`src/design/lph_pkg.sv`:
```
// Shared types, constants and codes for the linear probing hash table.
`default_nettype none
package lph_pkg;

  localparam int MAX_SLOTS   = 1024;
  localparam int SLOT_W      = $clog2(MAX_SLOTS);
  localparam int CNT_W       = SLOT_W + 1;
  localparam int KEY_W       = 32;
  localparam int SCR_DEPTH   = MAX_SLOTS / 2;
  localparam int SCR_W       = $clog2(SCR_DEPTH);
  localparam int DIV_STEPS   = KEY_W;
  localparam int DIVC_W      = $clog2(DIV_STEPS);
  localparam int D_W         = (CNT_W + 1) / 2 + 1;
  localparam int RESET_SLOTS = 11;

  localparam logic [2:0] OP_INSERT = 3'd0;
  localparam logic [2:0] OP_SEARCH = 3'd1;
  localparam logic [2:0] OP_DELETE = 3'd2;
  localparam logic [2:0] OP_STATUS = 3'd3;
  localparam logic [2:0] OP_SIZE   = 3'd4;

  localparam logic [1:0] ST_EMPTY   = 2'd0;
  localparam logic [1:0] ST_ACTIVE  = 2'd1;
  localparam logic [1:0] ST_DELETED = 2'd2;

  localparam logic [1:0] ERR_OK    = 2'd0;
  localparam logic [1:0] ERR_RANGE = 2'd1;
  localparam logic [1:0] ERR_GROW  = 2'd2;

  typedef struct packed {
    logic [2:0]        op;
    logic [KEY_W-1:0]  key;
    logic [SLOT_W-1:0] slot_index;
  } in_pkt_t;

  typedef struct packed {
    logic              found;
    logic [KEY_W-1:0]  slot_key;
    logic [1:0]        slot_state;
    logic [CNT_W-1:0]  current_slots;
    logic [1:0]        error;
  } out_pkt_t;

  typedef struct packed {
    logic [1:0]       st;
    logic [KEY_W-1:0] key;
  } slot_ent_t;

  typedef enum logic [4:0] {
    S_CLEAR, S_IDLE, S_DISPATCH,
    S_PR_START, S_PR_TEST, S_PR_DIV, S_PR_CHK,
    S_GS_RD, S_GS_CHK,
    S_REH_NEXT, S_REH_WAIT, S_PLACE_NEW, S_DIV_KEY, S_PDIV, S_P_SET, S_P_RD, S_P_CHK,
    S_SC_RD, S_SC_CHK, S_STAT, S_RESP
  } ctrl_state_t;

  typedef enum logic [1:0] {RD_SCAN, RD_POS, RD_IDX} rd_src_t;
  typedef enum logic [1:0] {WR_NONE, WR_CLEAR, WR_PLACE, WR_DEL} wr_t;

  typedef struct packed {
    logic    load_item;
    logic    scan_clr;
    logic    scan_inc;
    logic    set_err1;
    logic    set_err2;
    logic    cand_init;
    logic    cand_inc;
    logic    d_init;
    logic    d_inc;
    logic    set_new_slots;
    logic    scr_push;
    logic    apply_new_slots;
    logic    reh_load;
    logic    new_load;
    logic    div_start_prime;
    logic    div_start_key;
    logic    div_step;
    logic    pos_load;
    logic    pos_inc;
    logic    set_found;
    logic    del_hit;
    logic    stat_capture;
    logic    resp_load;
    rd_src_t rd_src;
    wr_t     wr;
  } dp_cmd_t;

  typedef struct packed {
    logic [2:0] op;
    logic       need_grow;
    logic       dbl_over;
    logic       idx_bad;
    logic       cand_over;
    logic       sq_gt;
    logic       div_last;
    logic       rem_zero;
    logic       mem_active;
    logic       key_match;
    logic       scan_last;
    logic       scan_last_full;
    logic       probe_last;
    logic       scr_done;
    logic       out_free;
  } dp_stat_t;

endpackage
`default_nettype wire

```
`src/design/lph_ctrl.sv`:
```
// Controller state machine of the hash table: sequences probing, scans and growth.
`default_nettype none
module lph_ctrl (
  input  wire              clk,
  input  wire              rst,
  input  wire              in_valid,
  input  wire              cfg_we,
  input  lph_pkg::dp_stat_t stat,
  output lph_pkg::dp_cmd_t  cmd,
  output logic             in_stall
);
  import lph_pkg::*;

  ctrl_state_t state, state_next;
  logic ctx_grow, ctx_grow_next;
  logic ctx_new, ctx_new_next;

  always_ff @(posedge clk) begin
    if (rst) begin
      state    <= S_CLEAR;
      ctx_grow <= 1'b0;
      ctx_new  <= 1'b0;
    end else begin
      state    <= state_next;
      ctx_grow <= ctx_grow_next;
      ctx_new  <= ctx_new_next;
    end
  end

  always_comb begin
    state_next    = state;
    ctx_grow_next = ctx_grow;
    ctx_new_next  = ctx_new;
    unique case (state)
      S_CLEAR: begin
        if (ctx_grow ? stat.scan_last : stat.scan_last_full) begin
          state_next = ctx_grow ? S_REH_NEXT : S_IDLE;
        end
      end
      S_IDLE: if (in_valid) state_next = S_DISPATCH;
      S_DISPATCH: begin
        case (stat.op) inside
          OP_INSERT: begin
            if (!stat.need_grow) state_next = S_PLACE_NEW;
            else if (stat.dbl_over) state_next = S_RESP;
            else state_next = S_PR_START;
          end
          OP_SEARCH, OP_DELETE: state_next = S_SC_RD;
          OP_STATUS: state_next = stat.idx_bad ? S_RESP : S_STAT;
          default: state_next = S_RESP;
        endcase
      end
      S_PR_START: state_next = stat.cand_over ? S_RESP : S_PR_TEST;
      S_PR_TEST:  state_next = stat.sq_gt ? S_GS_RD : S_PR_DIV;
      S_PR_DIV:   if (stat.div_last) state_next = S_PR_CHK;
      S_PR_CHK:   state_next = stat.rem_zero ? S_PR_START : S_PR_TEST;
      S_GS_RD:    state_next = S_GS_CHK;
      S_GS_CHK: begin
        if (stat.scan_last) begin
          state_next    = S_CLEAR;
          ctx_grow_next = 1'b1;
        end else begin
          state_next = S_GS_RD;
        end
      end
      S_REH_NEXT: state_next = stat.scr_done ? S_PLACE_NEW : S_REH_WAIT;
      S_REH_WAIT: begin
        state_next   = S_DIV_KEY;
        ctx_new_next = 1'b0;
      end
      S_PLACE_NEW: begin
        state_next   = S_DIV_KEY;
        ctx_new_next = 1'b1;
      end
      S_DIV_KEY: state_next = S_PDIV;
      S_PDIV:    if (stat.div_last) state_next = S_P_SET;
      S_P_SET:   state_next = S_P_RD;
      S_P_RD:    state_next = S_P_CHK;
      S_P_CHK: begin
        if (!stat.mem_active || stat.probe_last) begin
          state_next = ctx_new ? S_RESP : S_REH_NEXT;
        end else begin
          state_next = S_P_RD;
        end
      end
      S_SC_RD: state_next = S_SC_CHK;
      S_SC_CHK: begin
        if ((stat.op == OP_SEARCH) && stat.mem_active && stat.key_match) state_next = S_RESP;
        else if (stat.scan_last) state_next = S_RESP;
        else state_next = S_SC_RD;
      end
      S_STAT: state_next = S_RESP;
      S_RESP: if (stat.out_free) state_next = S_IDLE;
      default: state_next = S_CLEAR;
    endcase
    if (cfg_we) begin
      state_next    = S_CLEAR;
      ctx_grow_next = 1'b0;
    end
  end

  always_comb begin
    cmd        = '0;
    cmd.rd_src = RD_SCAN;
    cmd.wr     = WR_NONE;
    in_stall   = (state != S_IDLE);
    unique case (state)
      S_CLEAR: begin
        cmd.wr = WR_CLEAR;
        if (ctx_grow ? stat.scan_last : stat.scan_last_full) begin
          cmd.scan_clr        = 1'b1;
          cmd.apply_new_slots = ctx_grow;
        end else begin
          cmd.scan_inc = 1'b1;
        end
      end
      S_IDLE: cmd.load_item = in_valid;
      S_DISPATCH: begin
        cmd.rd_src = RD_IDX;
        if (stat.op == OP_INSERT && stat.need_grow) begin
          cmd.set_err2  = stat.dbl_over;
          cmd.cand_init = !stat.dbl_over;
        end
        if (stat.op == OP_STATUS) cmd.set_err1 = stat.idx_bad;
      end
      S_PR_START: begin
        cmd.set_err2 = stat.cand_over;
        cmd.d_init   = !stat.cand_over;
      end
      S_PR_TEST: begin
        cmd.set_new_slots   = stat.sq_gt;
        cmd.div_start_prime = !stat.sq_gt;
      end
      S_PR_DIV: cmd.div_step = 1'b1;
      S_PR_CHK: begin
        cmd.cand_inc = stat.rem_zero;
        cmd.d_inc    = !stat.rem_zero;
      end
      S_GS_RD: cmd.rd_src = RD_SCAN;
      S_GS_CHK: begin
        cmd.scr_push = stat.mem_active;
        cmd.scan_clr = stat.scan_last;
        cmd.scan_inc = !stat.scan_last;
      end
      S_REH_NEXT:  cmd.rd_src = RD_SCAN;
      S_REH_WAIT:  cmd.reh_load = 1'b1;
      S_PLACE_NEW: cmd.new_load = 1'b1;
      S_DIV_KEY:   cmd.div_start_key = 1'b1;
      S_PDIV:      cmd.div_step = 1'b1;
      S_P_SET:     cmd.pos_load = 1'b1;
      S_P_RD:      cmd.rd_src = RD_POS;
      S_P_CHK: begin
        if (!stat.mem_active) cmd.wr = WR_PLACE;
        else if (!stat.probe_last) cmd.pos_inc = 1'b1;
      end
      S_SC_RD: cmd.rd_src = RD_SCAN;
      S_SC_CHK: begin
        if (stat.mem_active && stat.key_match) begin
          if (stat.op == OP_SEARCH) begin
            cmd.set_found = 1'b1;
          end else begin
            cmd.wr      = WR_DEL;
            cmd.del_hit = 1'b1;
          end
        end
        cmd.scan_inc = !stat.scan_last;
      end
      S_STAT: cmd.stat_capture = 1'b1;
      S_RESP: cmd.resp_load = stat.out_free;
      default: cmd = '0;
    endcase
  end

endmodule
`default_nettype wire

```
`config.mk`:
```
export PLATFORM = sky130hd
export DESIGN_NAME = lph_ctrl
export DESIGN_NICKNAME = d
export VERILOG_FILES = /design/src/design/lph_pkg.sv /design/src/design/lph_ctrl.sv
export SDC_FILE = /design/constraint.sdc
export NUM_CORES = 1
export LEC_CHECK = 0
export CORE_AREA = 2 2 46 48
export DETAILED_ROUTE_END_ITERATION = 8
export DIE_AREA = 0 0 48 50
export DONT_BUFFER_PORTS = 1
export PLACE_DENSITY = 0.74
export SYNTH_ARGS = -nofsm -noshare
export SYNTH_HDL_FRONTEND = slang
export SYNTH_SLANG_ARGS = --single-unit
```
`constraint.sdc`:
```
create_clock -name clk -period 2.3 [get_ports clk]
set_input_delay 0.345 -clock clk [delete_from_list [all_inputs] [get_ports clk]]
set_output_delay 0.345 -clock clk [all_outputs]
set_load 0.05 [all_outputs]
```
==> flow_summary_export.csv, run 1 <==
group,metric,value,unit
run_status,outcome,"finished clean",
final_layout,design_area,0.001399,mm²
yosys,synthArstFlopShare,0,%
cts,root_buffer,"clkbuf_4",
cts,clock_path_buffers,2,
worst_setup_path,cp.arrival,1.87,ns
routing,drtAntennaViolNets,0,
placement,dp.cells,208,
global_route,grt_pass1_wl,5430,µm
cts,clkSinkCount,7,
job,max_cap_viol_count,0,
timing,worstMarginPinSlew,0.5269,ns
yosys,ys_seq_area_share,12.64,%
final_layout,drive_above_1_share,32.43,%
placement,dpl_worst_slack,0.2912,ns
yosys,synth_ff_type,"dfxtp_1",
yosys,ys_ff_latch,7,
routing,routed_wl,3545,µm
timing,max_freq,451.7,MHz
placement,gp_congestion,0.9932,
yosys,synth_area,0.001109,mm²
yosys,synth_nets,184,
floorplanning,coreArea,0.001902,mm²
worst_setup_path,critPathRequiredTime,1.96,ns
yosys,netlist_top_cells_area,"dfxtp_1 13%, nor2_1 5.8%, nor3_1 5.0%",
pwr,finalPower,0.4099,mW
routing,drc,0,
floorplanning,dieHeight,50,µm
yosys,synth_top_family_by_area,"simple AND/OR/NAND/NOR gates",
timing,fin_ws,0.08627,ns
timing,final-setup-viol-count,0,
timing,slew-limit-headroom,64.87,%
final_layout,post-route-util,73.55,%
cts,path_clk_slew,0.05,ns
routing,dr_wl_met2,1755,µm
routing,wl_met3,290,µm
yosys,synth_xor_area_share,0,%
timing,finalCritPeriodShare,96.25,%
yosys,synth.area.mux_share,0.9029,%
routing,dr_total_vias,1385,
yosys,yosysTopAreaCell,"dfxtp_1",
cts,cts-htree-levels,1,
routing,drt-initial-drc-count,98,
routing,wl_met1,1394,µm
timing,final_max_slew_viol_count,0,
yosys,synth_commonest_cells,"17 x nor2_1, 11 x nand2_1, 11 x nor3_1, 8 x inv_1, 8 x nand3_1",
timing,fin_crit,2.214,ns
cts,clk_latency,0.26,ns
floorplanning,die_w,48,µm
yosys,synth_top_area_share,12.64,%
timing,clock_skew,0.0004312,ns
cts,post_cts_buffers,0,
worst_setup_path,crit_type,"reg2out",
floorplanning,dieArea,0.002400,mm²
global_route,grt_pass1_vias,1238,
yosys,yosys_warnings,0,
cts,cts_inserted_buffers,3,
cts,cts_tree,"yes",
floorplanning,start_util,58.29,%
pwr,max-vdd-ir-drop,0.2751,mV
routing,wl_per_cell,16.72,µm
yosys,synth_cell_types,57,
yosys,syn_inst,163,
placement,hpwl,2727,µm
final_layout,num_antenna_cells,0,
worst_setup_path,end_kind,"output pin",
final_layout,syn_to_final_growth,26.18,%
yosys,yosysMostFrequentCell,"nor2_1",
pwr,leakagePower,0.5957,nW
placement,postPlaceCellArea,0.001351,mm²
global_route,antenna_found_initial,0,
yosys,synth_fa_ha_area_share,0,%
worst_setup_path,cp_max_fo,8,
yosys,synth-edff-count,0,
floorplanning,fp-row-count,16,
global_route,grt_max_degree,18,
final_layout,final_net_count,207,
placement,port_buffers,0,
worst_setup_path,cp-start-kind,"register",
timing,finalHoldViolations,0,
yosys,synth-simple-area-share,50.45,%
worst_hold_path,hp-class,"in2reg",
routing,via_per_inst,6.533,
yosys,syn_avg_cell_area,6.801,µm²
pwr,powerDensity,293.1,mW/mm²
yosys,synth-compound-area-share,26.64,%
routing,firstDrtPassIters,4,
global_route,track_usage,30.77,%
routing,dr.max_layer_used,"met4",
floorplanning,io_pins,49,
global_route,grt_overflow,0,
final_layout,finalNonFillerCells,212,
## worst max-delay path, cell delays in order, from the launching register on
cell	delay (ns)
dfxtp_1	0.45
or2b_1	0.28
or4_1	0.50
o21ai_1	0.16
buf_4	0.21
## layer usage
| metal | up-vias | track usage, % |
|---|---|---|
| met4 | 0 | 14.86 |
| met1 | 622 | 41.06 |
| met2 | 104 | 46.44 |
| met3 | 15 | 4.762 |
| li1 | 644 | - |
| met5 | - | 0 |
## timing repair
| item | 4_1_cts | 5_1_grt |
|---|---|---|
| endpoints found under the setup margin | 0 | 13 |
| hold buffers | 0 | 0 |
| resized for setup | 0 | 8 |
## power by group
| part | internal [mW] | total, mW | leakage [nW] | switching [mW] |
|---|---|---|---|---|
| registers | 0.124 | 0.134 | 0.0581 | 0.00997 |
| logic | 0.0603 | 0.159 | 0.523 | 0.0988 |
| clock network | 0.0665 | 0.117 | 0.0150 | 0.0500 |
| total | 0.251 | 0.410 | 0.596 | 0.159 |
## kinds of logic (layout without fill, tap and decap cells)
family / Yosys count / count (layout)
and+or+nand+nor: 94 / 94
AOI/OAI and AO/OA: 41 / 41
buffers and inverters: 20 / 42
DFF: 7 / 7
muxes: 1 / 1
## final timing paths
path	start	to	slack, ns	depth (start not counted)
worst max-delay path	state[4]$_SDFFE_PP0P_	cmd[1]	0.09	4
worst min-delay path	cfg_we	state[2]$_SDFFE_PP0P_	0.14	1
worst max register to register	state[4]$_SDFFE_PP0P_	state[3]$_SDFFE_PP0P_	0.42	6
worst min register to register	ctx_new$_SDFFE_PP0P_	ctx_new$_SDFFE_PP0P_	0.53	2
## stage by stage
step,hold slack [ns],TNS [ns]
after CTS,0.1407,0
after global routing,0.1266,-0.001683
after floorplan,0.4140,0
after global placement,0.4167,0
final,0.1389,0
after detailed placement,0.4159,0
## area by class of cell
class / instances / area [µm²]
inverter: 8 / 30.03
fill: 162 / 503.0
clock buffer: 4 / 26.28
multi-input combinational: 136 / 914.6
tap: 27 / 33.78
sequential: 7 / 143.9
timing repair buffer: 30 / 250.2
## state kept, by name, summed over array words and instances (netlist names)
name / cells
state: 5
ctx_grow: 1
ctx_new: 1
## layout by cell type (no fill, tap or decap), types with 2 or more instances in the layout
master / count
nand4_1: 2
clkbuf_4: 3
nand2b_1: 5
nor3_2: 5
nor2_2: 2
a21oi_1: 7
o21ai_1: 3
o21ai_0: 4
o21a_1: 3
buf_12: 2
dfxtp_2: 3
buf_4: 28
and3_1: 5
nand3b_1: 2
and2_1: 2
a211o_1: 2
a2bb2oi_1: 3
and3b_1: 2
nor2b_1: 6
nor4_1: 2
nand3_1: 8
dfxtp_1: 4
or3_1: 2
nor3_1: 7
nor2_1: 16
nor3b_2: 4
nor4_2: 2
o211ai_1: 2
inv_1: 7
nand2_1: 11
Power figures use the tool's default switching activity.
==> inputs of run 2 (changes only) <==
Settings changed: CORE_AREA 2 2 46 48 to 2 2 48 50, DIE_AREA 0 0 48 50 to 0 0 50 52, MAX_ROUTING_LAYER set to met4, PLACE_DENSITY 0.74 to 0.69.
==> run 2 against run 1 <==
Compared with the run above: clock-buffer cell count unchanged; highest routed layer unchanged; fmax is 2.1% lower; sequential cell count unchanged.
==> flow_summary_export.csv, run 2 (synthesis results as in run 1) <==
group,metric,value,unit
timing,finalCritPeriodShare,98.35,%
floorplanning,dieHeight,52,µm
routing,drt-initial-drc-count,48,
worst_setup_path,end_kind,"output pin",
timing,max_freq,442.1,MHz
final_layout,final_net_count,208,
cts,cts_hold_buf,0,
cts,cts-htree-levels,1,
timing,worstMarginPinSlew,0.5646,ns
cts,post_cts_resize_count,0,
global_route,grt_max_degree,17,
worst_setup_path,critPathMaxStageDelay,0.45,ns
floorplanning,die_w,50,µm
global_route,track_usage,27.16,%
timing,hold_slack,0.1355,ns
worst_setup_path,path_cells,"or3_1 -> nor3_1 -> a21o_1 -> o21bai_1 -> o31ai_2 -> buf_4",
timing,final_max_slew_viol_count,0,
timing,finalHoldViolations,0,
routing,dr.max_layer_used,"met4",
placement,hpwl,2694,µm
routing,via_per_inst,6.266,
cts,clock_path_buffers,2,
global_route,antenna_found_initial,0,
cts,cts_tree,"yes",
routing,firstDrtPassIters,4,
routing,drtAntennaViolNets,0,
routing,drc,0,
floorplanning,fp-row-count,17,
placement,port_buffers,0,
final_layout,final_cell_mix,"29 x buf_4, 17 x nor2_1, 11 x nand2_1, 9 x nor3_1, 8 x nand3_1",
final_layout,regMostFlops,"state",
final_layout,syn_to_final_growth,25.62,%
timing,final-setup-viol-count,0,
worst_setup_path,crit_family,"simple AND/OR/NAND/NOR gates",
timing,fin_crit,2.262,ns
worst_setup_path,cp_num_buf_inv,1,
pwr,max-vdd-ir-drop,0.2338,mV
final_layout,post-route-util,66.13,%
routing,dr_wl_met2,1659,µm
worst_setup_path,cp.arrival,1.92,ns
routing,wl_met3,271,µm
floorplanning,dieArea,0.002600,mm²
placement,gp_congestion,0.9513,
floorplanning,io_pins,49,
cts,post_cts_buffers,0,
placement,dpl_worst_slack,0.2880,ns
run_status,outcome,"finished clean",
cts,clk_latency,0.26,ns
cts,root_buffer,"clkbuf_4",
cts,cts_inserted_buffers,3,
global_route,grt_overflow,0,
floorplanning,coreArea,0.002106,mm²
final_layout,final_common_cell,"buf_4",
final_layout,largest_reg_flops,5,
final_layout,reg_top3,"state x5, ctx_grow x1, ctx_new x1",
worst_setup_path,cp_max_fo,10,
cts,path_clk_slew,0.06,ns
cts,clkSinkCount,7,
routing,wl_met1,1421,µm
timing,fin_ws,0.03796,ns
worst_setup_path,crit_path_top_delay_cell,"or3_1",
routing,dr_total_vias,1341,
worst_setup_path,critPathRequiredTime,1.96,ns
routing,wl_per_cell,16.00,µm
pwr,powerDensity,293.8,mW/mm²
pwr,leakagePower,0.5947,nW
routing,routed_wl,3425,µm
global_route,grt_pass1_wl,5326,µm
pwr,finalPower,0.4092,mW
floorplanning,start_util,52.64,%
worst_setup_path,crit_type,"reg2out",
job,max_cap_viol_count,0,
final_layout,drive_above_1_share,30.11,%
worst_hold_path,hp-class,"in2reg",
global_route,grt_pass1_vias,1216,
final_layout,num_antenna_cells,0,
final_layout,fillCellCount,193,
worst_setup_path,cp-start-kind,"register",
timing,slew-limit-headroom,62.31,%
timing,clock_skew,0.008334,ns
run 2: path summary, 6_finish.rpt:
path	from	endpoint	slack, ns	cells past startpoint
worst max register to register	state[0]$_SDFFE_PP0P_	state[0]$_SDFFE_PP0P_	0.29	5
worst min register to register	ctx_new$_SDFFE_PP0P_	ctx_new$_SDFFE_PP0P_	0.54	2
worst max-delay path	state[1]$_SDFFE_PP0P_	cmd[24]	0.04	6
worst min-delay path	cfg_we	state[2]$_SDFFE_PP0P_	0.14	1
run 2: stage by stage:
| step | instances | TNS [ns] | cell area, µm² |
|---|---|---|---|
| final | 214 | 0 | 1393 |
| after global routing | 214 | -0.03033 | 1393 |
| after CTS | 214 | 0 | 1381 |
| after detailed placement | 210 | 0 | 1355 |
| after global placement | 210 | 0 | 1355 |
| after floorplan | 163 | 0 | 1136 |
run 2: area by class of cell:
| cell class | count | area [µm²] | area share, % |
|---|---|---|---|
| inverter | 8 | 30.03 | 2.156 |
| tap | 28 | 35.03 | 2.516 |
| sequential | 7 | 141.4 | 10.15 |
| timing repair buffer | 31 | 257.7 | 18.51 |
| clock buffer | 4 | 26.28 | 1.887 |
| multi-input combinational | 136 | 902.1 | 64.78 |
run 2: layer usage:
metal  GRT usage [%]  vias up
li1                -      650
met1           33.45      609
met2           43.64       72
met3           4.885       10
met4           11.57        0
met5               -        -
run 2: worst reg2reg max path, stage by stage, from the launching register on:
cell and delay, ns:
dfxtp_1 0.67, nor2_1 0.18, and2_1 0.23, a32o_1 0.29
nor4_1 0.42, o21ai_1 0.10
run 2: power breakdown:
group	switching [mW]	internal, mW
sequential	0.00934	0.124
clock	0.0494	0.0664
combinational	0.0994	0.0602
total	0.158	0.251
